### config.mk
export PLATFORM = sky130hd
export DESIGN_NAME = cnps_div
export DESIGN_NICKNAME = d
export VERILOG_FILES = /design/src/rtl/cnps_pkg.sv /design/src/rtl/cnps_div.sv
export SDC_FILE = /design/constraint.sdc
export NUM_CORES = 1
export LEC_CHECK = 0
export BUFFER_PORTS_ARGS = -buffer_cell sky130_fd_sc_hd__buf_4
export CAP_MARGIN = 20
export CORE_ASPECT_RATIO = 0.5
export CORE_UTILIZATION = 50
export CTS_BUF_LIST = sky130_fd_sc_hd__clkbuf_8
export CTS_CLUSTER_SIZE = 30
export DETAILED_ROUTE_END_ITERATION = 16
export PLACE_DENSITY = 0.7
export SLEW_MARGIN = 10
export SYNTH_ARGS = -nofsm -noshare
export SYNTH_HDL_FRONTEND = slang
export SYNTH_SLANG_ARGS = --single-unit
### constraint.sdc
create_clock -name clk -period 5.8 [get_ports clk]
set_input_delay 0.87 -clock clk [delete_from_list [all_inputs] [get_ports clk]]
set_output_delay 0.87 -clock clk [all_outputs]
set_load 0.02 [all_outputs]
### src/rtl/cnps_pkg.sv
package cnps_pkg;

    // Store geometry
    localparam int MAX_POINTS   = 1024;
    localparam int PT_AW        = 10;
    localparam int CNT_W        = 11;
    localparam int MAX_CLUSTERS = 32;
    localparam int CL_AW        = 5;
    localparam int NC_W         = 6;

    // Arithmetic widths (LSB units of Q16.8)
    localparam int COORD_W = 24;
    localparam int SQ_W    = 48;   // one squared axis difference
    localparam int DS_W    = 50;   // sum of three squares
    localparam int ROOT_W  = 25;   // floor sqrt of DS_W bits
    localparam int REM_W   = 26;   // sqrt partial remainder
    localparam int CEIL_W  = 26;   // ceil sqrt
    localparam int RAD_W   = 25;   // stored sphere radius
    localparam int DMIN_W  = 28;
    localparam int RD_W    = 29;
    localparam int RDSQ_W  = 58;

    // Cluster table word: first, last, center x/y/z, radius
    localparam int CL_W = 2 * PT_AW + 3 * COORD_W + RAD_W;
    localparam int PT_W = 3 * COORD_W;

    typedef enum logic [1:0] {
        REQ_LOAD  = 2'd0,
        REQ_QUERY = 2'd1,
        REQ_CLEAR = 2'd2,
        REQ_NOP   = 2'd3
    } req_t;

    typedef enum logic [1:0] {
        ST_OK    = 2'd0,
        ST_EMPTY = 2'd1,
        ST_FULL  = 2'd2
    } status_t;

    typedef struct packed {
        logic              done;
        logic [ROOT_W-1:0] root;
        logic              inexact;
    } sqrt_res_t;

    typedef struct packed {
        logic             done;
        logic [PT_AW-1:0] quo;
    } div_res_t;

    // Squared difference of two signed coordinates
    function automatic logic [SQ_W-1:0] sq_diff(input logic signed [COORD_W-1:0] a,
                                                input logic signed [COORD_W-1:0] b);
        logic signed [COORD_W:0] d;
        logic [COORD_W-1:0]      m;
        d = {a[COORD_W-1], a} - {b[COORD_W-1], b};
        m = d[COORD_W] ? COORD_W'(-d) : d[COORD_W-1:0];
        return m * m;
    endfunction

endpackage

### src/rtl/cnps_div.sv
// Restoring divider, one quotient bit per cycle
module cnps_div (
    input  logic                        clk,
    input  logic                        rst_n,
    input  logic                        start,
    input  logic [cnps_pkg::PT_AW-1:0]  dividend,
    input  logic [cnps_pkg::NC_W-1:0]   divisor,
    output cnps_pkg::div_res_t          res
);

    localparam logic [3:0] LAST = 4'(cnps_pkg::PT_AW - 1);

    logic                         busy_reg;
    logic                         done_reg;
    logic [3:0]                   cnt_reg;
    logic [cnps_pkg::PT_AW-1:0]   dvd_reg;
    logic [cnps_pkg::NC_W-1:0]    dvs_reg;
    logic [cnps_pkg::NC_W-1:0]    rem_reg;
    logic [cnps_pkg::PT_AW-1:0]   quo_reg;

    logic [cnps_pkg::NC_W:0]      rem_s;
    logic                         ge;

    always_comb
    begin
        rem_s = {rem_reg, dvd_reg[cnps_pkg::PT_AW-1]};
        ge    = rem_s >= {1'b0, dvs_reg};
    end

    always_ff @(posedge clk or negedge rst_n)
    begin
        if (!rst_n)
        begin
            busy_reg <= 1'b0;
            done_reg <= 1'b0;
            cnt_reg  <= '0;
        end
        else
        begin
            done_reg <= 1'b0;
            if (start)
            begin
                busy_reg <= 1'b1;
                cnt_reg  <= '0;
                dvd_reg  <= dividend;
                dvs_reg  <= divisor;
                rem_reg  <= '0;
                quo_reg  <= '0;
            end
            else if (busy_reg)
            begin
                rem_reg <= ge ? cnps_pkg::NC_W'(rem_s - {1'b0, dvs_reg})
                              : cnps_pkg::NC_W'(rem_s);
                quo_reg <= {quo_reg[cnps_pkg::PT_AW-2:0], ge};
                dvd_reg <= {dvd_reg[cnps_pkg::PT_AW-2:0], 1'b0};
                cnt_reg <= cnt_reg + 4'd1;
                if (cnt_reg == LAST)
                begin
                    busy_reg <= 1'b0;
                    done_reg <= 1'b1;
                end
            end
        end
    end

    assign res.done = done_reg;
    assign res.quo  = quo_reg;

endmodule

After elaboration in Yosys (flattened, before gate mapping)
Cells that the tools add are included.
{ "op_classes": {"addsub": 2, "magnitude_cmp": 1, "eq_ne": 1, "mux": 13, "n_reduce_logical": 3} }
{ "ops": {"columns": ["cell", "count"], "rows": [
  ["$mux 10", 3],
  ["$mux 6", 2],
  ["$mux 4", 2],
  ["$ge 7x6->1", 1],
  ["$mux 1", 6],
  ["$sub 6x6->6", 1],
  ["$add 4x1->4 const B", 1],
  ["$eq 4x4->1 const B", 1],
  ["$reduce_and 2->1", 2],
  ["$reduce_bool 2->1", 1]
]} }
{ "word_totals": {"register_bits": 38, "input_bits": 19, "output_inout_bits": 11, "elab_cells": 27} }

Longest topological paths before layout
{ "depth": {"word_depth": 4, "mapped_depth": 9, "ltp_nobuf": 9} }

Least setup slack after synthesis
OpenSTA, ideal clock, no wires.
{ "synth_timing": {"path_kind": "register to register", "from": "register rem_reg[3] in the netlist's numbering", "to": "register rem_reg[1] in the netlist's numbering, data pin", "setup_time_ns": 0.276, "t_arrival_ns": 1.855, "t_required_ns": 5.524, "path_slack_ns": 3.669, "stages_incl_launch_ff": 7, "path_buffers": 0, "cell_sequence": "edfxtp_1 ha_1 a21o_1 a211o_1 a41oi_4 mux2i_1 a211oi_1"} }
{ "synth_via": {"elab_chain_len": 3} }
{ "synth_lines": {"columns": ["item", "line_no", "source"], "rows": [
  ["start, declared", "cnps_div.sv:18", "logic [cnps_pkg::NC_W-1:0] rem_reg;"],
  ["start signal, assigned", "cnps_div.sv:52", "rem_reg <= ge ? cnps_pkg::NC_W'(rem_s - {1'b0, dvs_reg})"],
  ["$ge 7x6->1", "cnps_div.sv:27", "ge = rem_s >= {1'b0, dvs_reg};"],
  ["$mux 6", "cnps_div.sv:52", null],
  ["$mux 6", "cnps_div.sv:50", "else if (busy_reg)"]
]} }
No other way between the ends.
A chain may end at the register's enable or synchronous reset.

Worst setup path after layout
Same ends and word-level chain as after synthesis.

==> impl_metrics.tcl <==
set metrics [dict create \
    drive_gt1_share_pct 27.7 \
    yosysMostFrequentCell "edfxtp_1" \
    netlist.area_leader.share_pct 50.6 \
    finalCritPeriodShare_pct 40.5 \
    switchingPower_mw 0.168 \
    drv_cap 0 \
    fmax_mhz 426 \
    start_util_pct 53.8 \
    rsz0062_at_grt "false" \
    switching_share_pct 26.0 \
    diodes 0 \
    numCtsBuffers 5 \
    die-width_um 89.1 \
    cp.required_ns 5.83 \
    worstMarginPinSlew_ns 0.832 \
    setup_viol 0 \
    hold_class "input port to async pin" \
    p_per_area_nw_per_um2 287 \
    grt_pass1_vias 1048 \
    rows 15 \
    r2r_end "rem_reg[1]$_SDFFCE_PP0P_" \
    worst-r2r-cell-count 6 \
    worstSetupPathType "flip-flop to flip-flop" \
    cp_max_fo 10 \
    cellLeakagePower_nw 0.996 \
    p_comb_share_pct 19.0 \
    worst_hold_slack_ns 0.464 \
    status "finished clean" \
    clockRootBuffer "clkbuf_8" \
    die_area_um2 4060 \
    seq_area_frac_synth_pct 58.5 \
    n_fill_cell 305 \
    syn_area_um2 1900 \
    ys_ff_latch 38 \
    ant_nets 0 \
    dp_hpwl_mm 2.07 \
    grt_overflow 0 \
    antenna_found_initial 0 \
    yosysTopAreaCell "edfxtp_1" \
    ys_types 32 \
    clock_path_buffers 2 \
    final_max_slew_viol_count 0 \
    worstPathCellList "ha_1 > a21o_1 > a211o_1 > a41oi_4 > mux2i_1 > a211oi_1" \
    ios 30 \
    grt_usage_pct 17.0 \
    cts_resized 0 \
    die_height_um 45.6 \
    synth_flop_cell "edfxtp_1" \
    syn_to_final_growth_pct 18.4 \
    regToRegStartpoint "rem_reg[3]$_SDFFCE_PP0P_" \
    skew_ns 0.00360 \
    synth_common_cells "edfxtp_1, nor2_1, mux2i_1, inv_1, mux2_2" \
    syn_inst 146 \
    worstSkewPairLatency_ns 0.29 \
    ys_warn_count 0 \
    drcViolationCount 0 \
    cts_tree "yes" \
    synthTopCellsByArea "edfxtp_1, dfrtp_1, mux2i_1" \
    placed_cells 220 \
    critPathCapture "rem_reg[1]$_SDFFCE_PP0P_" \
    synthArstFlopShare_pct 15.8 \
    critPathLaunchType "flip-flop" \
    wl_per_cell_um 13.6 \
    port_buffers 29 \
    regToRegSetupSlack_ns 3.45 \
    avgSynthCellArea_um2 13.0 \
    htreeDepth 2 \
    critPathMaxStageDelay_ns 0.44 \
    drtPass1Iterations 4 \
    cts_hold_repair.buffers 0 \
    final_nets 204 \
    internal_power_mw 0.477 \
    core-area_um2 3530 \
    dp_slack_ns 3.40 \
    hold_viol_final 0 \
    critPathCaptureType "flip-flop" \
    wirelength_mm 3.10 \
    power_mw 0.645 \
    tns_ns 0 \
    startpoint "rem_reg[3]$_SDFFCE_PP0P_" \
    vias 1165 \
    ir_drop_v 0.000191 \
    crit_cells 6 \
    clkSlewWorstSetupHoldPaths_ns 0.07 \
    syn_nets 174 \
    critPathBufInv 0 \
    power.share.clock_pct 28.6 \
    fin_cells 228 \
    gp_congestion 0.852 \
    cts_sinks 38 \
    layout_setup_ws_ns 3.45 \
    max-slew-margin-rel_pct 44.4 \
    synth-edff-count 32 \
    finalCriticalPeriod_ns 2.35 \
    grt_pass1_wl_mm 4.82 \
    cp_slowest_cell "edfxtp_1" \
    cp_top_family "compound AO/OA/AOI/OAI gates" \
    grt_max_degree 33 \
    postCtsSetupRepairBufs 0 \
    dr.first_iter.drc_count 82 \
    viasPerCell 5.11 \
    critPathArrivalTime_ns 2.38 \
    seq_power_share_pct 52.4 \
]
layer usage:
metal / part of all wire [%] / vias up / GRT usage [%]
met5: 0 / - / 0
met4: 1.3 / 0 / 7.62
met1: 52 / 549 / 23.8
met3: 4.8 / 5 / 6.52
met2: 42 / 27 / 23.7
li1: - / 584 / -
worst reg2reg max path: stages, from the launching register on:
cell	delay, ns
edfxtp_1	0.44
ha_1	0.39
a21o_1	0.22
a211o_1	0.33
a41oi_4	0.37
mux2i_1	0.25
a211oi_1	0.09
through the flow:
step	area, um^2	utilization (%)
after floorplan	1900	-
after global placement	2160	61.1
after detailed placement	2160	61.1
after CTS	2250	63.7
after global routing	2250	63.7
final	2250	63.7
cells by family after synthesis:
group / Yosys count / synth area share [%]
buffers and inverters: 16 / 3.43
AO/OA/AOI/OAI: 17 / 7.78
multiplexers: 21 / 11.7
AND/OR/NAND/NOR: 38 / 9.03
flip-flops: 38 / 58.5
XOR/XNOR: 7 / 3.23
adder cells (fa/ha/maj): 9 / 6.33
final cells by class:
cell class	count	area (um^2)	share of cell area, %
Clock buffer	6	82.6	3.67
Sequential cell	38	1110	49.4
Multi-Input combinational cell	92	722	32.1
Tap cell	51	63.8	2.84
Clock inverter	2	8.76	0.390
Timing Repair Buffer	30	225	10.0
Inverter	9	33.8	1.50
cells in the final DEF, fill, tap and decap left out:
cell,synthesis,routed
clkinv_2,0,1
a31oi_1,1,1
a211oi_1,5,5
clkbuf_8,0,6
o311ai_0,1,1
nor2_1,20,20
xnor2_1,3,3
a21o_1,2,2
nand2_1,8,8
fa_1,1,1
a211o_1,1,1
nor2b_1,2,2
or2_2,1,1
and2_1,2,2
a41oi_1,1,1
a41oi_4,1,1
dfrtp_1,6,6
nor3b_1,1,1
inv_1,9,10
mux2_2,9,9
a311oi_1,1,1
buf_4,1,30
xor2_1,4,4
nand4_1,2,2
ha_1,8,8
nand3b_1,2,2
mux2i_1,12,12
edfxtp_1,32,32
o21ai_2,1,1
o31ai_1,1,1
a21oi_1,2,2
power by group through the flow:
| stage | clock network (mW) | registers (mW) | logic (mW) |
|---|---|---|---|
| 2_1_floorplan | 0 | 0.345 | 0.0821 |
| 3_3_place_gp | 0 | 0.343 | 0.119 |
| 3_5_place_dp | 0 | 0.344 | 0.121 |
| 4_1_cts | 0.190 | 0.338 | 0.123 |
| 5_1_grt | 0.199 | 0.340 | 0.135 |
| 6_report | 0.185 | 0.338 | 0.122 |
worst min path at each step:
stage                             end  slack, ns  depth (start not counted)
2_1_floorplan  cnt_reg[3]$_DFFE_PN0N_       0.50                          2
3_3_place_gp   cnt_reg[3]$_DFFE_PN0N_       0.52                          2
3_5_place_dp   cnt_reg[3]$_DFFE_PN0N_       0.54                          2
4_1_cts            done_reg$_DFF_PN0_       0.46                          1
5_1_grt            done_reg$_DFF_PN0_       0.47                          1
6_report       cnt_reg[2]$_DFFE_PN0N_       0.46                          1
Power figures use the tool's default switching activity.
