--- src/rtl/cnps_ram.sv ---
module cnps_ram #(
    parameter int WIDTH = 8,
    parameter int DEPTH = 16
) (
    input  logic                     clk,
    input  logic                     we,
    input  logic [$clog2(DEPTH)-1:0] addr,
    input  logic [WIDTH-1:0]         wdata,
    output logic [WIDTH-1:0]         rdata
);

    logic [WIDTH-1:0] mem [DEPTH];

    always_ff @(posedge clk)
    begin
        if (we)
        begin
            mem[addr] <= wdata;
        end
        rdata <= mem[addr];
    end

endmodule

--- config.mk ---
export PLATFORM = sky130hd
export DESIGN_NAME = cnps_ram
export DESIGN_NICKNAME = d
export VERILOG_FILES = /design/src/rtl/cnps_ram.sv
export SDC_FILE = /design/constraint.sdc
export NUM_CORES = 1
export LEC_CHECK = 0
export BUFFER_PORTS_ARGS = -buffer_cell sky130_fd_sc_hd__buf_4
export CORE_ASPECT_RATIO = 0.5
export CORE_MARGIN = 8
export CORE_UTILIZATION = 55
export CTS_BUF_LIST = sky130_fd_sc_hd__clkbuf_8
export DETAILED_ROUTE_END_ITERATION = 16
export PLACE_DENSITY_LB_ADDON = 0.2
export SYNTH_ARGS = -nofsm -noshare
export SYNTH_HDL_FRONTEND = slang
export SYNTH_SLANG_ARGS = --single-unit
--- constraint.sdc ---
create_clock -name clk -period 2.1 [get_ports clk]
set_input_delay 0.315 -clock clk [delete_from_list [all_inputs] [get_ports clk]]
set_output_delay 0.315 -clock clk [all_outputs]
set_load 0.005 [all_outputs]
; ---- Yosys cells after proc, flatten, opt, wreduce, memory -nomap -nowiden
; Memories as Yosys holds them, arrays and structs flattened. A register that Yosys moved wholly into a read port is not among the register bits.
; Index checks and enable logic that the tools add are counted.
[word_totals]
regBits = 0
latch_bits = 0
ram_bits = 128
rom_bits = 0
in_bits = 14
memories = 1
[classes]
addsub = 0
multipliers = 0
div_mod_pow = 0
order_cmp = 0
n_eq_ne = 0
n_shift = 0
n_mux = 2
n_bitwise = 0
reduce_logical = 0
[memory_table]
columns = name, depth, word_bits, rd, rd_ports_with_merged_regs, write_ports, line_no
row1 = mem, 16, 8, 1, 1, 1, 12  ; logic [WIDTH-1:0] mem [DEPTH];
[ops]
columns = op, n
row1 = two-way mux 1 bit, 2

; ---- Longest topological paths before layout
; Gate-level depths: netlist of run 1.
[logic_depth]
ltp_word = 2
depth_mapped = 5

; ---- Least setup slack after synthesis of run 1
; No wires, ideal clock.
[synth_path]
kind = input -> register
start = input port addr[2]
end = memory mem[0][0] (enable)
setup_ps = 383
arrival_ps = 1425
required_time_ps = 1717
path_slack_ps = 292
cell_stages = 2
n_path_buf = 0
path_cell_list = or3b_2 -> nor3_1
[synth_rtl]
columns = element, line_no
row1 = start: declaration, 7  ; input logic [$clog2(DEPTH)-1:0] addr,
row2 = end: declaration, 12
; Straight into the memory's write port.

==> run_results.csv, run 1 <==
group,metric,value,unit
timing,period_needed,1570,ps
timing,rsz0062_at_grt,"false",
route,num_vias,2410,
pwr,p_switching,1080,uW
clock_network,cts_buffers,17,
logic_synthesis,synth-edff-count,128,
timing,slew_headroom,63.8,%
timing,max_freq,636,MHz
pwr,p_total,5490,uW
logic_synthesis,synthMostInstantiatedCell,"edfxtp_1",
worst_setup_path,cp_slowest_stage_delay,530,ps
worst_setup_path,start_kind,"input port",
place,placed_area,0.00548,mm2
pwr,power_frac_clock,39.0,%
floorplan,die_w,152,um
worst_setup_path,cp_common_cell,"buf_4",
route,avgRoutedWirePerCell,22.8,um
route,dr.pass1.iters,4,
pwr,cellInternalPower,4410,uW
clock_network,clk_pin_slew,70,ps
worst_setup_path,cp_max_fo,21,
logic_synthesis,synth.avg_cell_area,22.0,um2
grt,grt_overflow_total,0,
grt,antenna_found_initial,0,
finish,design_area,0.00589,mm2
worst_setup_path,worstPathArrival,1880,ps
clock_network,clock_path_buffers,2,
floorplan,placementRows,24,
grt,grt_pass1_wl,13900,um
clock_network,post_cts_resized,0,
grt,grt_util_all_layers,15.4,%
logic_synthesis,synthFlopType,"edfxtp_1",
logic_synthesis,syn_inst,230,
worst_setup_path,r2r_slack,710,ps
timing,setup_viol,0,
timing,worst_slew_pin_slew,541,ps
clock_network,clock_latency,420,ps
logic_synthesis,synth.ff_latch_count,136,
logic_synthesis,ys.warnings.count,0,
logic_synthesis,synthDistinctLibCells,18,
clock_network,cts-root-buf,"clkbuf_8",
logic_synthesis,synthArstFlopShare,0,%
worst_hold_path,worstHoldPathCells,1,
worst_setup_path,critPathCaptureType,"flip-flop",
clock_network,cts_tree,"done",
worst_hold_path,hold_path_class,"input port to flip-flop",
floorplan,start_util,57.4,%
pwr,leakage,0.00198,uW
timing,hold_viol_final,0,
worst_setup_path,path_cells,"buf_4, buf_4, mux4_2, a22oi_1, nand2_1",
timing,holdWs,205,ps
pwr,p_per_area,932,mW/mm2
outcome,outcome,"completed",
timing,tns,0,ps
pwr,combinationalPowerShare,5.4,%
worst_setup_path,r2r_end,"rdata[1]",
pwr,peakVddDrop,442,uV
flow_run,drv_cap,0,
worst_setup_path,crit_type,"input port to flip-flop",
logic_synthesis,syn_area,0.00507,mm2
worst_setup_path,reg2reg_depth,3,
timing,fin_crit_sh,74.8,%
grt,grt_start_max_net_pins,40,
logic_synthesis,ys_seq_area_share,79.0,%
finish,diodes,0,
floorplan,ios,22,
logic_synthesis,synth_commonest_cells,"edfxtp_1, mux4_2, a22oi_1",
finish,nets,296,
clock_network,cts_setup_buffers,0,
floorplan,core,0.00883,mm2
clock_network,numClockSinks,136,
logic_synthesis,synth_area_leaders,"edfxtp_1, mux4_2, dfxtp_1, a22oi_1, nor2_1",
route,drtIter0Drc,195,
floorplan,die_y,83.9,um
worst_setup_path,reg2reg_from,"mem[3][1]",
route,drt-total-wl,9380,um
clock_network,cts_hold_buf,0,
finish,layout-drive-gt1-share,35.9,%
logic_synthesis,syn_nets,244,
route,route.detailed.drc,0,
worst_setup_path,cpMaxStageDelayCell,"mux4_2",
logic_synthesis,yosys.area.top_type,"edfxtp_1",
timing,finalClockSkew,8.90,ps
worst_hold_path,holdCritStartpoint,"wdata[3]",
route,vias_per_cell,5.85,
floorplan,die_area,0.0127,mm2
logic_synthesis,synth_top_area_share,75.9,%
route,detail-route-antenna-nets,0,
place,hpwlAfterDp,6050,um
clock_network,htreeDepth,4,
worst_setup_path,crit_required,2410,ps
pwr,swShare,19.6,%
worst_hold_path,hold_path_end,"mem[8][3]",
timing,finalMaxSlewViolations,0,
pwr,seq_power_share,55.6,%
place,gp_congestion,0.775,
finish,syn2layout_area_growth,16.2,%
place,port_buffers,21,
grt,grt_pass1_vias,2507,
## stage by stage
stage	cells	util (%)	worst slack, ps
6_report	412	66.7	529
5_1_grt	412	66.7	443
3_3_place_gp	380	62.1	69.7
2_1_floorplan	230	-	292
3_5_place_dp	380	62.1	56.0
4_1_cts	412	66.7	532
## worst max-delay path: cells and delay by family
kind	cells	cell delay [ps]
compound gates	1	280
mux	1	530
simple gates	1	110
buf+inv	2	620
## layer usage
metal | part of all wire, % | vias up | track usage (%)
li1 | - | 1059 | -
met4 | 1.3 | 0 | 6.36
met1 | 45 | 1262 | 21.1
met5 | 0 | - | 0
met3 | 7.5 | 9 | 4.92
met2 | 46 | 80 | 22.4
## worst max-delay path by stage
stage	from	to
after floorplan	addr[2]	mem[0][0]
after global placement	addr[0]	rdata[1]
after detailed placement	addr[0]	rdata[1]
after CTS	addr[0]	rdata[1]
after global routing	addr[0]	rdata[1]
final	addr[0]	rdata[1]
## cell families after synthesis
family | count (synthesis) | synth area share [%]
mux | 32 | 14.2
flops | 136 | 79.0
simple gates | 35 | 3.21
buf+inv | 11 | 1.19
compound gates | 16 | 2.37
## area by class of cell
class | instances | area, um2
Clock buffer | 20 | 275
Timing Repair Buffer | 44 | 330
Tap cell | 117 | 146
Multi-Input combinational cell | 83 | 1000
Clock inverter | 12 | 131
Sequential cell | 136 | 4000
Fill cell | 553 | 2940
## power groups by stage
stage / combinational (uW) / clock [uW] / sequential (uW)
floorplan: 156 / 0 / 3110
global placement: 292 / 0 / 3110
detailed placement: 298 / 0 / 3110
CTS: 299 / 2180 / 3050
global route: 319 / 2280 / 3060
finish: 296 / 2140 / 3050
## registers in the layout, indices dropped and copies added (netlist names)
register and cells:
rdata 8, mem 128
## layout by cell type, fill, tap and decap left out
cell type / count
nand2_1: 9
nand3b_1: 2
edfxtp_1: 128
nor2b_1: 2
bufinv_16: 3
clkinv_2: 6
clkbuf_8: 20
nor2_1: 13
mux4_2: 32
nand2b_1: 2
nand3_1: 1
and2_1: 1
buf_4: 44
a22oi_1: 16
dfxtp_1: 8
or3b_2: 1
inv_1: 2
clkinv_1: 1
nor3_1: 4
(Power assumes the default switching activity.)
==> run 2, diff against run 1 <==
==> constraint.sdc (replaced) <==
create_clock -name clk -period 1.3 [get_ports clk]
set_input_delay 0.195 -clock clk [delete_from_list [all_inputs] [get_ports clk]]
set_output_delay 0.195 -clock clk [all_outputs]
set_load 0.005 [all_outputs]
==> run 2 against run 1 <==
The flow now finishes with violations (negative setup slack). Setup slack worse by 570 ps. Cell count is 6.1% higher. Final area is 9.7% higher. Critical path depth is 2 lower. Register-to-register slack worse by 750 ps. Global-route usage is 2.2 points higher. Hold slack worse by 140 ps. Total power is 65% higher. Non-clock buffer count is 25 higher. Core utilization is 6.4 points higher.
==> run_results.csv, run 2 (synthesis gave the netlist of run 1 again) <==
group,metric,value,unit
worst_hold_path,worstHoldPathCells,1,
route,route.detailed.drc,0,
floorplan,die_area,0.0127,mm2
finish,seq_area,0.00400,mm2
worst_setup_path,critPathCaptureType,"flip-flop",
pwr,swShare,21.6,%
place,port_buffers,21,
worst_setup_path,crit_type,"flip-flop to flip-flop",
floorplan,ios,22,
finish,final_util,73.2,%
worst_setup_path,cp_max_fo,1,
clock_network,clk_pin_slew,80,ps
worst_setup_path,cp_top_family,"multiplexers",
finish,nets,321,
clock_network,cts_setup_buffers,0,
worst_setup_path,worstPathArrival,1650,ps
worst_setup_path,reg2reg_from,"mem[2][3]",
clock_network,numClockSinks,136,
place,hpwlAfterDp,7140,um
clock_network,clock_latency,430,ps
grt,grt_util_all_layers,17.6,%
worst_setup_path,r2r_slack,-40,ps
clock_network,clock_path_buffers,2,
outcome,outcome,"complete, but fails checks",
timing,final.setup.worst_slack,-39.4,ps
timing,tns,-61.7,ps
finish,layout_commonest_cell,"edfxtp_1",
floorplan,core,0.00883,mm2
grt,antenna_found_initial,0,
floorplan,die_y,83.9,um
route,avgRoutedWirePerCell,23.9,um
finish,largest_register_ffs,128,
clock_network,cts-root-buf,"clkbuf_8",
pwr,leakage,0.00214,uW
finish,final_cell_mix,"edfxtp_1, buf_4, mux4_2, buf_12, clkbuf_8",
pwr,peakVddDrop,907,uV
timing,rsz0062_at_grt,"true",
pwr,p_switching,1960,uW
pwr,seq_power_share,54.3,%
route,drt-total-wl,10400,um
worst_setup_path,crit_required,1620,ps
route,vias_per_cell,5.82,
timing,slew_headroom,35.5,%
finish,n_fill_cell,503,
floorplan,placementRows,24,
timing,setup_viol,2,
finish,multi_input_area,0.00115,mm2
pwr,cellInternalPower,7110,uW
finish,syn2layout_area_growth,27.5,%
pwr,combinationalPowerShare,7.0,%
clock_network,cts_buffers,17,
timing,period_needed,1340,ps
clock_network,cts_tree,"done",
worst_setup_path,critPathLaunch,"mem[2][3]",
route,num_vias,2542,
finish,diodes,0,
timing,finalMaxSlewViolations,0,
finish,largest_register,"mem",
finish,layout-drive-gt1-share,49.4,%
worst_setup_path,cp_slowest_stage_delay,490,ps
grt,grt_start_max_net_pins,25,
timing,hold_viol_final,0,
finish,reg_top3,"mem x128, rdata x8",
worst_setup_path,reg2reg_depth,3,
place,placed_area,0.00602,mm2
timing,max_freq,747,MHz
timing,finalClockSkew,7.97,ps
grt,grt_overflow_total,0,
worst_hold_path,hold_path_class,"input port to flip-flop",
flow_run,drv_cap,0,
floorplan,start_util,57.4,%
clock_network,htreeDepth,4,
timing,fin_crit_sh,103,%
place,gp_congestion,0.820,
worst_setup_path,cpMaxStageDelayCell,"mux4_2",
worst_setup_path,crit_path_end,"rdata[3]",
worst_setup_path,crit_buf_inv,0,
finish,design_area,0.00646,mm2
worst_setup_path,start_kind,"flip-flop",
worst_setup_path,r2r_end,"rdata[3]",
grt,grt_pass1_vias,2737,
outcome,violations,"negative setup slack",
grt,grt_pass1_wl,15800,um
worst_setup_path,cp.depth,3,
pwr,power_frac_clock,38.7,%
route,detail-route-antenna-nets,0,
timing,worst_slew_pin_slew,965,ps
route,dr.pass1.iters,4,
floorplan,die_w,152,um
route,drtIter0Drc,222,
worst_setup_path,path_cells,"mux4_2, a22oi_2, nand2_1",
pwr,p_per_area,1400,mW/mm2
==> run 2: cell count changes in the layout (fill, tap and decap cells not counted), sizes merged <==
cell | before | now
inv | 2 | 1
buf | 44 | 69
clkinvlp | 0 | 4
clkbuf | 20 | 17
==> run 2: metrics by stage <==
step	hold slack [ps]	worst slack, ps	instances	power (uW)
floorplan	294	-47.2	230	5310
global placement	494	-275	405	5630
detailed placement	514	-278	405	5660
CTS	51.7	-49.7	437	9120
global route	67.5	-75.1	437	9350
finish	65.3	-39.4	437	9080
==> run 2: final cells by class <==
type,count,share of cell area (%)
multi-input cells,83,17.9
repair buffers,69,11.5
flip-flops and latches,136,62.0
clock inverters,15,2.75
clock buffers,17,3.62
well taps,117,2.27
==> run 2: worst min path at each step <==
stage	slack [ps]	end	start
after floorplan	290	mem[0][0]	wdata[0]
after global placement	490	mem[0][4]	wdata[4]
after detailed placement	510	mem[2][6]	wdata[6]
after CTS	50	mem[6][4]	wdata[4]
after global routing	70	mem[9][7]	wdata[7]
final	70	mem[7][4]	wdata[4]
==> run 2: metal layers <==
metal / share of wire (%) / routed length (um) / track usage (%)
met1: 44 / 4610 / 23.4
met2: 47 / 4940 / 26.1
met3: 6.9 / 722 / 6.28
met4: 1.6 / 170 / 6.98
met5: 0 / 0 / 0
==> run 2: what timing repair did <==
action | 4_1_cts | 5_1_grt
endpoints found under the setup margin | 3 | 8
endpoints found under the hold margin | 0 | 0
gates resized for setup | 2 | 4
pin swaps | 1 | 2
hold buffers | 0 | 0
==> run 2: power groups by stage <==
stage	Sequential (uW)	Clock (uW)	Combinational, uW
global route	4930	3740	682
global placement	5020	0	617
finish	4930	3510	639
floorplan	5020	0	290
detailed placement	5020	0	634
CTS	4930	3550	638
