[src/rtl/cnps_pkg.sv]
package cnps_pkg;

    // Store geometry
    localparam int MAX_POINTS   = 1024;
    localparam int PT_AW        = 10;
    localparam int CNT_W        = 11;
    localparam int MAX_CLUSTERS = 32;
    localparam int CL_AW        = 5;
    localparam int NC_W         = 6;

    // Arithmetic widths (LSB units of Q16.8)
    localparam int COORD_W = 24;
    localparam int SQ_W    = 48;   // one squared axis difference
    localparam int DS_W    = 50;   // sum of three squares
    localparam int ROOT_W  = 25;   // floor sqrt of DS_W bits
    localparam int REM_W   = 26;   // sqrt partial remainder
    localparam int CEIL_W  = 26;   // ceil sqrt
    localparam int RAD_W   = 25;   // stored sphere radius
    localparam int DMIN_W  = 28;
    localparam int RD_W    = 29;
    localparam int RDSQ_W  = 58;

    // Cluster table word: first, last, center x/y/z, radius
    localparam int CL_W = 2 * PT_AW + 3 * COORD_W + RAD_W;
    localparam int PT_W = 3 * COORD_W;

    typedef enum logic [1:0] {
        REQ_LOAD  = 2'd0,
        REQ_QUERY = 2'd1,
        REQ_CLEAR = 2'd2,
        REQ_NOP   = 2'd3
    } req_t;

    typedef enum logic [1:0] {
        ST_OK    = 2'd0,
        ST_EMPTY = 2'd1,
        ST_FULL  = 2'd2
    } status_t;

    typedef struct packed {
        logic              done;
        logic [ROOT_W-1:0] root;
        logic              inexact;
    } sqrt_res_t;

    typedef struct packed {
        logic             done;
        logic [PT_AW-1:0] quo;
    } div_res_t;

    // Squared difference of two signed coordinates
    function automatic logic [SQ_W-1:0] sq_diff(input logic signed [COORD_W-1:0] a,
                                                input logic signed [COORD_W-1:0] b);
        logic signed [COORD_W:0] d;
        logic [COORD_W-1:0]      m;
        d = {a[COORD_W-1], a} - {b[COORD_W-1], b};
        m = d[COORD_W] ? COORD_W'(-d) : d[COORD_W-1:0];
        return m * m;
    endfunction

endpackage

[src/rtl/cnps_sqrt.sv]
// Bit-serial integer square root, one root bit per cycle
module cnps_sqrt (
    input  logic                         clk,
    input  logic                         rst_n,
    input  logic                         start,
    input  logic [cnps_pkg::DS_W-1:0]    arg,
    output cnps_pkg::sqrt_res_t          res
);

    localparam logic [4:0] LAST = 5'(cnps_pkg::ROOT_W - 1);

    logic                          busy_reg;
    logic                          done_reg;
    logic [4:0]                    cnt_reg;
    logic [cnps_pkg::DS_W-1:0]     rad_reg;
    logic [cnps_pkg::REM_W-1:0]    rem_reg;
    logic [cnps_pkg::ROOT_W-1:0]   root_reg;

    logic [cnps_pkg::REM_W+1:0]    rem_s;
    logic [cnps_pkg::REM_W+1:0]    trial;
    logic                          ge;
    logic [cnps_pkg::REM_W-1:0]    rem_next;
    logic [cnps_pkg::ROOT_W-1:0]   root_next;

    // One restoring step
    always_comb
    begin
        rem_s     = {rem_reg, rad_reg[cnps_pkg::DS_W-1 -: 2]};
        trial     = {1'b0, root_reg, 2'b01};
        ge        = rem_s >= trial;
        rem_next  = ge ? cnps_pkg::REM_W'(rem_s - trial) : cnps_pkg::REM_W'(rem_s);
        root_next = {root_reg[cnps_pkg::ROOT_W-2:0], ge};
    end

    always_ff @(posedge clk or negedge rst_n)
    begin
        if (!rst_n)
        begin
            busy_reg <= 1'b0;
            done_reg <= 1'b0;
            cnt_reg  <= '0;
        end
        else
        begin
            done_reg <= 1'b0;
            if (start)
            begin
                busy_reg <= 1'b1;
                cnt_reg  <= '0;
                rad_reg  <= arg;
                rem_reg  <= '0;
                root_reg <= '0;
            end
            else if (busy_reg)
            begin
                rem_reg  <= rem_next;
                root_reg <= root_next;
                rad_reg  <= {rad_reg[cnps_pkg::DS_W-3:0], 2'b00};
                cnt_reg  <= cnt_reg + 5'd1;
                if (cnt_reg == LAST)
                begin
                    busy_reg <= 1'b0;
                    done_reg <= 1'b1;
                end
            end
        end
    end

    assign res.done    = done_reg;
    assign res.root    = root_reg;
    assign res.inexact = rem_reg != '0;

endmodule

[config.mk]
export PLATFORM = sky130hd
export DESIGN_NAME = cnps_sqrt
export DESIGN_NICKNAME = d
export VERILOG_FILES = /design/src/rtl/cnps_pkg.sv /design/src/rtl/cnps_sqrt.sv
export SDC_FILE = /design/constraint.sdc
export NUM_CORES = 1
export LEC_CHECK = 0
export ABC_AREA = 1
export BUFFER_PORTS_ARGS = -buffer_cell sky130_fd_sc_hd__buf_2
export CAP_MARGIN = 15
export CORE_MARGIN = 2
export CORE_UTILIZATION = 60
export DETAILED_ROUTE_END_ITERATION = 16
export PLACE_DENSITY_LB_ADDON = 0.15
export SLEW_MARGIN = 10
export SYNTH_ARGS = -nofsm -noshare
export SYNTH_HDL_FRONTEND = slang
export SYNTH_SLANG_ARGS = --single-unit
[constraint.sdc]
create_clock -name clk -period 5.8 [get_ports clk]
set_input_delay 0.29 -clock clk [delete_from_list [all_inputs] [get_ports clk]]
set_output_delay 0.29 -clock clk [all_outputs]
set_load 0.005 [all_outputs]
**Word-level counts from Yosys, hierarchy flattened**

Index checks and enable logic that the tools add are counted.

- Register bits: 108
- Output and inout bits: 27
- Logic and storage cells: 26

- Add/subtract/negate cells: 2
- Magnitude comparators: 1
- Equality and inequality tests: 1
- Mux-type cells: 13
- Reductions and logical operators: 3

Operators with widths:

| kind | count |
|---|---|
| 50-bit 2-to-1 mux | 2 |
| 26-bit 2-to-1 mux | 2 |
| 28-bit by 27-bit greater-or-equal comparator with 1-bit output | 1 |
| 26-bit nonzero test | 1 |
| 26-bit subtractor | 1 |
| 25-bit 2-to-1 mux | 1 |
| 5-bit 2-to-1 mux | 2 |
| 1-bit 2-to-1 mux | 6 |
| 5-bit by 1-bit adder with 5-bit output, second input constant | 1 |
| 5-bit equality test, second input constant | 1 |
| 2-bit AND reduction | 1 |
| 2-bit nonzero test | 1 |

**Longest topological paths before layout**

Gate-level depths: netlist (run 1).

- Word-level depth: 4
- Depth in mapped cells: 16
- Gate-level depth less buffers: 16

**Least setup slack after synthesis (run 1)**

No wires, ideal clock.

- Path type: register to register
- From: register busy_reg
- To: register rad_reg[0] in the netlist's numbering (enable)
- Library setup time: 458 ps
- Data arrival time: 2744 ps
- Required time: 5342 ps
- Setup slack: 2598 ps
- Stages on the path, launching flop included: 4
- Clock period less this slack: 3202 ps
- Cell sequence: dfrtp_1 -> clkbuf_1 -> nor2_1 -> nor2_1

- Word-level cells in the longest chain between the ends: 2

Ends and longest elaborated chain:

| item | line | source |
|---|---|---|
| start, declared | cnps_sqrt.sv:12 | `logic busy_reg;` |
| start signal, assigned | cnps_sqrt.sv:39 | `busy_reg <= 1'b0;` |
| start signal, assigned | cnps_sqrt.sv:48 | `busy_reg <= 1'b1;` |
| start signal, assigned | cnps_sqrt.sv:62 | `busy_reg <= 1'b0;` |
| 2-bit nonzero test (no line) | -- |  |
| 2-bit AND reduction (no line) | -- |  |
| end signal, assigned | cnps_sqrt.sv:50 | `rad_reg <= arg;` |
| end signal, assigned | cnps_sqrt.sv:58 | `rad_reg <= {rad_reg[cnps_pkg::DS_W-3:0], 2'b00};` |
| end, declared | cnps_sqrt.sv:15 | `logic [cnps_pkg::DS_W-1:0] rad_reg;` |

Every way passes these cells.
A chain may end at the register's enable or synchronous reset.

**Worst setup path in the final report (run 1)**

- From: register busy_reg
- To: register rem_reg[6] in the netlist's numbering, data pin

- Word-level cells in the longest chain between the ends: 1

Ends and longest elaborated chain:

| item | line | source |
|---|---|---|
| 26-bit 2-to-1 mux | cnps_sqrt.sv:54 | `else if (busy_reg)` |
| end signal, assigned | cnps_sqrt.sv:56 | `rem_reg <= rem_next;` |
| end, declared | cnps_sqrt.sv:16 | `logic [cnps_pkg::REM_W-1:0] rem_reg;` |

Every way passes these cells.

==> flow_metrics.tcl, run 1 <==
set metrics [dict create \
    gr-usage-all-layers_pct 25.6 \
    syn-num-nets 998 \
    gp_congestion 0.903 \
    leakagePower_nw 3.92 \
    route.antenna.remaining_nets 0 \
    insertion_delay_ns 0.35 \
    relSlewSlack_pct 30.4 \
    clockBufferDepth 2 \
    wl_mm 15.3 \
    ctsResizeCount 0 \
    drv_cap 0 \
    critPathLaunchType "flip-flop" \
    outcome "finished, final reports clean" \
    drc 0 \
    cp.required_ns 5.98 \
    grt_max_degree 60 \
    arrival_ns 3.08 \
    numClockSinks 108 \
    h-tree-depth 3 \
    crit_path_max_fanout 30 \
    grt_setup_unrepaired "false" \
    yosysWarnings 0 \
    worst_setup_path_end_kind "flip-flop" \
    hold_class "input port to asynchronous set/reset pin" \
    vias 5875 \
    synth_area_leader_cell "edfxtp_1" \
    power_switching_w 0.000738 \
    area_delta_synth_final_pct 11.5 \
    nets 1063 \
    timing.final.crit_share_pct 49.9 \
    ys_seq_area_share_pct 46.3 \
    drt-initial-drc-count 443 \
    num_rows 39 \
    p_int_w 0.00156 \
    skew_ns 0.00610 \
    die_h_um 111 \
    dpl.hpwl_mm 11.2 \
    start_util_pct 61.2 \
    io_pins 80 \
    max_freq_ghz 0.346 \
    postCtsSetupBuffers 0 \
    drive_above_1_share_pct 11.7 \
    portBuffers 79 \
    ys_top_cells_by_area "edfxtp_1 (44%), nand2_1 (20%), inv_1 (8.0%)" \
    die-area_um2 12400 \
    synth_cell_types 37 \
    syn_area_per_cell_um2 7.56 \
    die_w_um 111 \
    comb_power_share_pct 27.7 \
    vdd_drop_max_mv 0.240 \
    ctsHoldBuffers 0 \
    first_pass_iters 5 \
    ys_ff_latch 108 \
    crit_type "flip-flop to flip-flop" \
    final-instance-count-excl-fill 1129 \
    power_frac_seq_pct 42.8 \
    largest_reg_flops 50 \
    vias_per_cell 5.20 \
    switching_share_pct 32.2 \
    worstMarginPinSlew_ns 1.04 \
    root_buffer "clkbuf_16" \
    numCtsBuffers 9 \
    dpl.cell_count 1113 \
    pwr_density_cell_nw_per_um2 297 \
    pwr-share-clk_pct 29.5 \
    fin_setup_tns_ns 0 \
    antennaDiodeCount 0 \
    slew_viol_final 0 \
    hold_violations 0 \
    setup_viol 0 \
    min_period_ns 2.89 \
    grt_antenna_before_repair 0 \
    grt_pass1_wl_mm 25.9 \
    cts_tree "done" \
    synth_area_um2 6930 \
    synthCells 916 \
    wire_per_inst_um 13.6 \
    clk_pin_slew_ns 0.07 \
    core-area_um2 11300 \
    grt_pass1_vias 5577 \
    synth_top_area_share_pct 43.8 \
    grt_overflow_total 0 \
]
## cell type report
| cell class | count | area (um2) |
|---|---|---|
| clock buffer | 12 | 246 |
| clock inverter | 4 | 77.6 |
| fill | 1000 | 3600 |
| inverter | 149 | 559 |
| multi-input combinational | 631 | 3040 |
| sequential | 108 | 3210 |
| tap | 143 | 179 |
| timing repair buffer | 82 | 418 |
## power groups by stage
stage | logic, W | registers [W] | clock network [W]
after floorplan | 0.000482 | 0.000983 | 0
after global placement | 0.000620 | 0.000996 | 0
after detailed placement | 0.000625 | 0.000997 | 0
after CTS | 0.000631 | 0.000981 | 0.000686
after global routing | 0.000729 | 0.000989 | 0.000718
final | 0.000635 | 0.000983 | 0.000677
## metrics by stage
stage	hold WS, ns	setup slack [ns]	total power [W]	utilization, %	cell area, um2
final	0.101	2.91	0.00229	68.2	7720
after global placement	0.458	3.01	0.00162	65.4	7400
after CTS	0.102	2.86	0.00230	68.2	7720
after detailed placement	0.468	2.88	0.00162	65.4	7400
after global routing	0.149	2.55	0.00244	68.2	7720
after floorplan	-0.00559	2.60	0.00147	-	6930
## synth_stat cells
master,instances
a21o_1,1
a21oi_1,26
a21oi_2,2
a21oi_4,1
and2_1,1
buf_1,3
buf_2,1
buf_4,3
buf_6,2
clkbuf_1,19
dfrtp_1,7
edfxtp_1,101
ha_1,29
inv_1,147
inv_2,2
nand2_1,360
nand2_2,4
nand3_1,27
nand3_2,2
nand3_4,1
nand3b_1,5
nand4_1,14
nand4_2,1
nor2_1,75
nor2_2,3
nor2_4,1
nor3_1,3
nor3_2,1
nor4_1,3
o211ai_1,6
o21ai_0,23
o21ai_1,5
o21bai_1,1
o22ai_1,24
or2_1,1
xnor2_1,8
xor2_1,3
## placed cells by master (no fill, tap or decap), types with 9 or more instances in the layout
master,count
nand2_1,360
inv_1,147
edfxtp_1,101
buf_2,79
nor2_1,74
ha_1,29
nand3_1,27
a21oi_1,26
o22ai_1,24
o21ai_0,23
nand4_1,14
clkbuf_16,9
## metal layers
| layer | global-route usage, % | part of all wire (%) | up-vias |
|---|---|---|---|
| met4 | 10.7 | 2.8 | 0 |
| met2 | 41.1 | 45 | 183 |
| li1 | - | - | 3058 |
| met5 | 0 | 0 | - |
| met1 | 35.4 | 45 | 2608 |
| met3 | 3.54 | 6.9 | 26 |
## worst paths after layout
check,start,to,slack (ns),depth (start not counted)
worst max-delay path,busy_reg$_DFF_PN0_,rem_reg[6]$_SDFFCE_PP0P_,2.91,6
worst min-delay path,rst_n,cnt_reg[4]$_DFFE_PN0N_,0.10,2
worst max register to register,busy_reg$_DFF_PN0_,rem_reg[6]$_SDFFCE_PP0P_,2.91,6
worst min register to register,cnt_reg[4]$_DFFE_PN0N_,cnt_reg[4]$_DFFE_PN0N_,0.48,1
max in group asynchronous,rst_n,busy_reg$_DFF_PN0_,5.22,2
min in group clk,arg[0],rad_reg[0]$_SDFFCE_PN0P_,0.19,3
## worst max-delay path, stage by stage (launching register included)
cell and delay (ns):
dfrtp_1 0.69, inv_1 0.47, nor2_1 0.50, inv_1 0.56, a21oi_1 0.28, o21ai_0 0.12, o21ai_0 0.08
## logic make-up (layout without fill, tap and decap cells)
group	Yosys count	count (layout)	synth area share [%]
DFF	108	108	46.3
and+or+nand+nor	502	502	29.7
buffers and inverters	177	247	9.99
adders and majority gates	29	29	5.24
xor gates and xnor gates	11	11	1.39
AOI/OAI and AO/OA	89	89	7.42
(Power assumes the default switching activity.)
==> run 2: changes to the inputs <==
--- a/config.mk
+++ b/config.mk
@@ -9,7 +9,7 @@
 export BUFFER_PORTS_ARGS = -buffer_cell sky130_fd_sc_hd__buf_2
 export CAP_MARGIN = 15
 export CORE_MARGIN = 2
-export CORE_UTILIZATION = 60
+export CORE_UTILIZATION = 54
 export DETAILED_ROUTE_END_ITERATION = 16
 export PLACE_DENSITY_LB_ADDON = 0.15
 export SLEW_MARGIN = 10
==> constraint.sdc (replaced) <==
create_clock -name clk -period 2.65 [get_ports clk]
set_input_delay 0.1325 -clock clk [delete_from_list [all_inputs] [get_ports clk]]
set_output_delay 0.1325 -clock clk [all_outputs]
set_load 0.005 [all_outputs]
==> flow_metrics.tcl, run 2 (same netlist as run 1, synthesis figures left out) <==
set metrics [dict create \
    nets 1074 \
    vdd_drop_max_mv 0.414 \
    cp.depth 12 \
    clk_pin_slew_ns 0.07 \
    worst-r2r-cell-count 12 \
    drv_cap 0 \
    wl_mm 15.5 \
    slew_viol_final 0 \
    route.antenna.remaining_nets 0 \
    grt_setup_unrepaired "true" \
    place_area_um2 7540 \
    grt_util_met1_pct 33.8 \
    outcome "finished, final reports clean" \
    first_pass_iters 5 \
    portBuffers 79 \
    grt_antenna_before_repair 0 \
    finalInstanceArea_um2 7870 \
    insertion_delay_ns 0.35 \
    area_delta_synth_final_pct 13.5 \
    mostFrequentLayoutCells "nand2_1 (359), inv_1 (147), edfxtp_1 (101)" \
    final-instance-count-excl-fill 1169 \
    hold_depth 3 \
    drt-initial-drc-count 398 \
    hold-worst-slack_ns 0.0340 \
    cpPeakStageDelay_ns 0.46 \
    die-area_um2 13800 \
    min_period_ns 2.47 \
    reg2reg_to "rem_reg[1]$_SDFFCE_PP0P_" \
    busiest_layer "met2" \
    crit_path_max_fanout 27 \
    path_cells "ha_1 -> nand2_1 -> inv_1 -> nand2_1 -> nand2_1 -> nand2_1 -> nand2_1 -> a21oi_4 -> nand3_4 -> buf_12 -> o211ai_1 -> o21ai_0" \
    hp-start "arg[1]" \
    hold_violations 0 \
    gp_congestion 0.909 \
    grt_max_degree 59 \
    worstMarginPinSlew_ns 0.981 \
    whs_endpoint "rad_reg[1]$_SDFFCE_PN0P_" \
    gr-usage-all-layers_pct 24.3 \
    arrival_ns 2.56 \
    cpMostUsedCell "nand2_1" \
    setup_viol 0 \
    die_w_um 117 \
    path_delay_family "simple AND/OR/NAND/NOR gates" \
    root_buffer "clkbuf_16" \
    cp_slowest_cell "edfxtp_1" \
    start_util_pct 55.1 \
    wire_per_inst_um 13.2 \
    cp.required_ns 2.74 \
    grt_overflow_total 0 \
    critPathLaunchType "flip-flop" \
    met3_usage_pct 4.43 \
    skew_ns 0.00773 \
    clockBufferDepth 2 \
    num_rows 41 \
    largest_reg_flops 50 \
    hold_class "input port to flip-flop" \
    fin_setup_tns_ns 0 \
    relSlewSlack_pct 34.5 \
    grt_pass1_wl_mm 25.8 \
    pwr_density_cell_nw_per_um2 633 \
    cts_tree "done" \
    reg2reg_from "rem_reg[12]$_SDFFCE_PP0P_" \
    numClockSinks 108 \
    crit_type "flip-flop to flip-flop" \
    worst-path-buf-inv 2 \
    vias 5866 \
    dpl.cell_count 1152 \
    worst_setup_path_end_kind "flip-flop" \
    total_power_w 0.00498 \
    io_pins 80 \
    grtUsageMet2_pct 38.7 \
    dpl.hpwl_mm 11.5 \
    max_freq_ghz 0.404 \
    timing.final.crit_share_pct 93.4 \
    vias_per_cell 5.02 \
    drc 0 \
    antennaDiodeCount 0 \
    h-tree-depth 3 \
    core-area_um2 12600 \
    leakagePower_nw 3.97 \
    r2r_slack_ns 0.18 \
    drive_above_1_share_pct 12.9 \
    grt_pass1_vias 5468 \
    mostFrequentLayoutCell "nand2_1" \
    numCtsBuffers 9 \
    die_h_um 117 \
]
## run 2: cell count changes in the layout (fill, tap and decap cells not counted), sizes merged
cell | previous run | this run
buf | 82 | 92
bufinv | 2 | 1
clkinvlp | 0 | 1
dlygate4sd3 | 0 | 1
## run 2: stage by stage
| step | setup WS, ns | utilization, % |
|---|---|---|
| 6_report | 0.175 | 62.6 |
| 5_1_grt | -0.0222 | 62.6 |
| 4_1_cts | 0.226 | 62.4 |
| 3_5_place_dp | 0.241 | 60.0 |
| 3_3_place_gp | 0.270 | 60.0 |
| 2_1_floorplan | 0.282 | - |
## run 2: worst max path at each step
stage,start,to,slack (ns)
after floorplan,busy_reg$_DFF_PN0_,rad_reg[0]$_SDFFCE_PN0P_,0.28
after global placement,rem_reg[20]$_SDFFCE_PP0P_,rem_reg[4]$_SDFFCE_PP0P_,0.27
after detailed placement,rem_reg[20]$_SDFFCE_PP0P_,rem_reg[1]$_SDFFCE_PP0P_,0.24
after CTS,rem_reg[20]$_SDFFCE_PP0P_,rem_reg[1]$_SDFFCE_PP0P_,0.23
after global routing,rem_reg[11]$_SDFFCE_PP0P_,rem_reg[5]$_SDFFCE_PP0P_,-0.02
final,rem_reg[12]$_SDFFCE_PP0P_,rem_reg[1]$_SDFFCE_PP0P_,0.18
## run 2: worst register-to-register path: stages, from the launching register on
cell and delay (ns):
edfxtp_1 0.46, ha_1 0.37, nand2_1 0.14, inv_1 0.05, nand2_1 0.06, nand2_1 0.07, nand2_1 0.10, nand2_1 0.11
a21oi_4 0.21, nand3_4 0.16, buf_12 0.20, o211ai_1 0.18, o21ai_0 0.12
## run 2: layout make-up
cell class / count / area (um2)
Fill cell: 1141 / 4700
Tap cell: 172 / 215
Multi-Input combinational cell: 631 / 3050
Clock buffer: 12 / 246
Timing Repair Buffer: 93 / 528
Sequential cell: 108 / 3210
Clock inverter: 4 / 55.1
Inverter: 149 / 559
## run 2: layer usage
metal | vias to the layer above | part of all wire, %
met5 | - | 0
met4 | 0 | 1.9
met3 | 19 | 4.9
met2 | 156 | 46
met1 | 2617 | 48
li1 | 3074 | -
## run 2: repair_timing
item                                   CTS  global route
resized for setup                        0             5
setup endpoints to repair                0             7
setup buffers                            0             0
hold buffers                             1             0
endpoints found under the hold margin    7             0
## run 2: power by group
part           switching (W)  internal (W)
Combinational       0.000904      0.000527
Sequential         0.0000863       0.00205
Clock               0.000639      0.000768
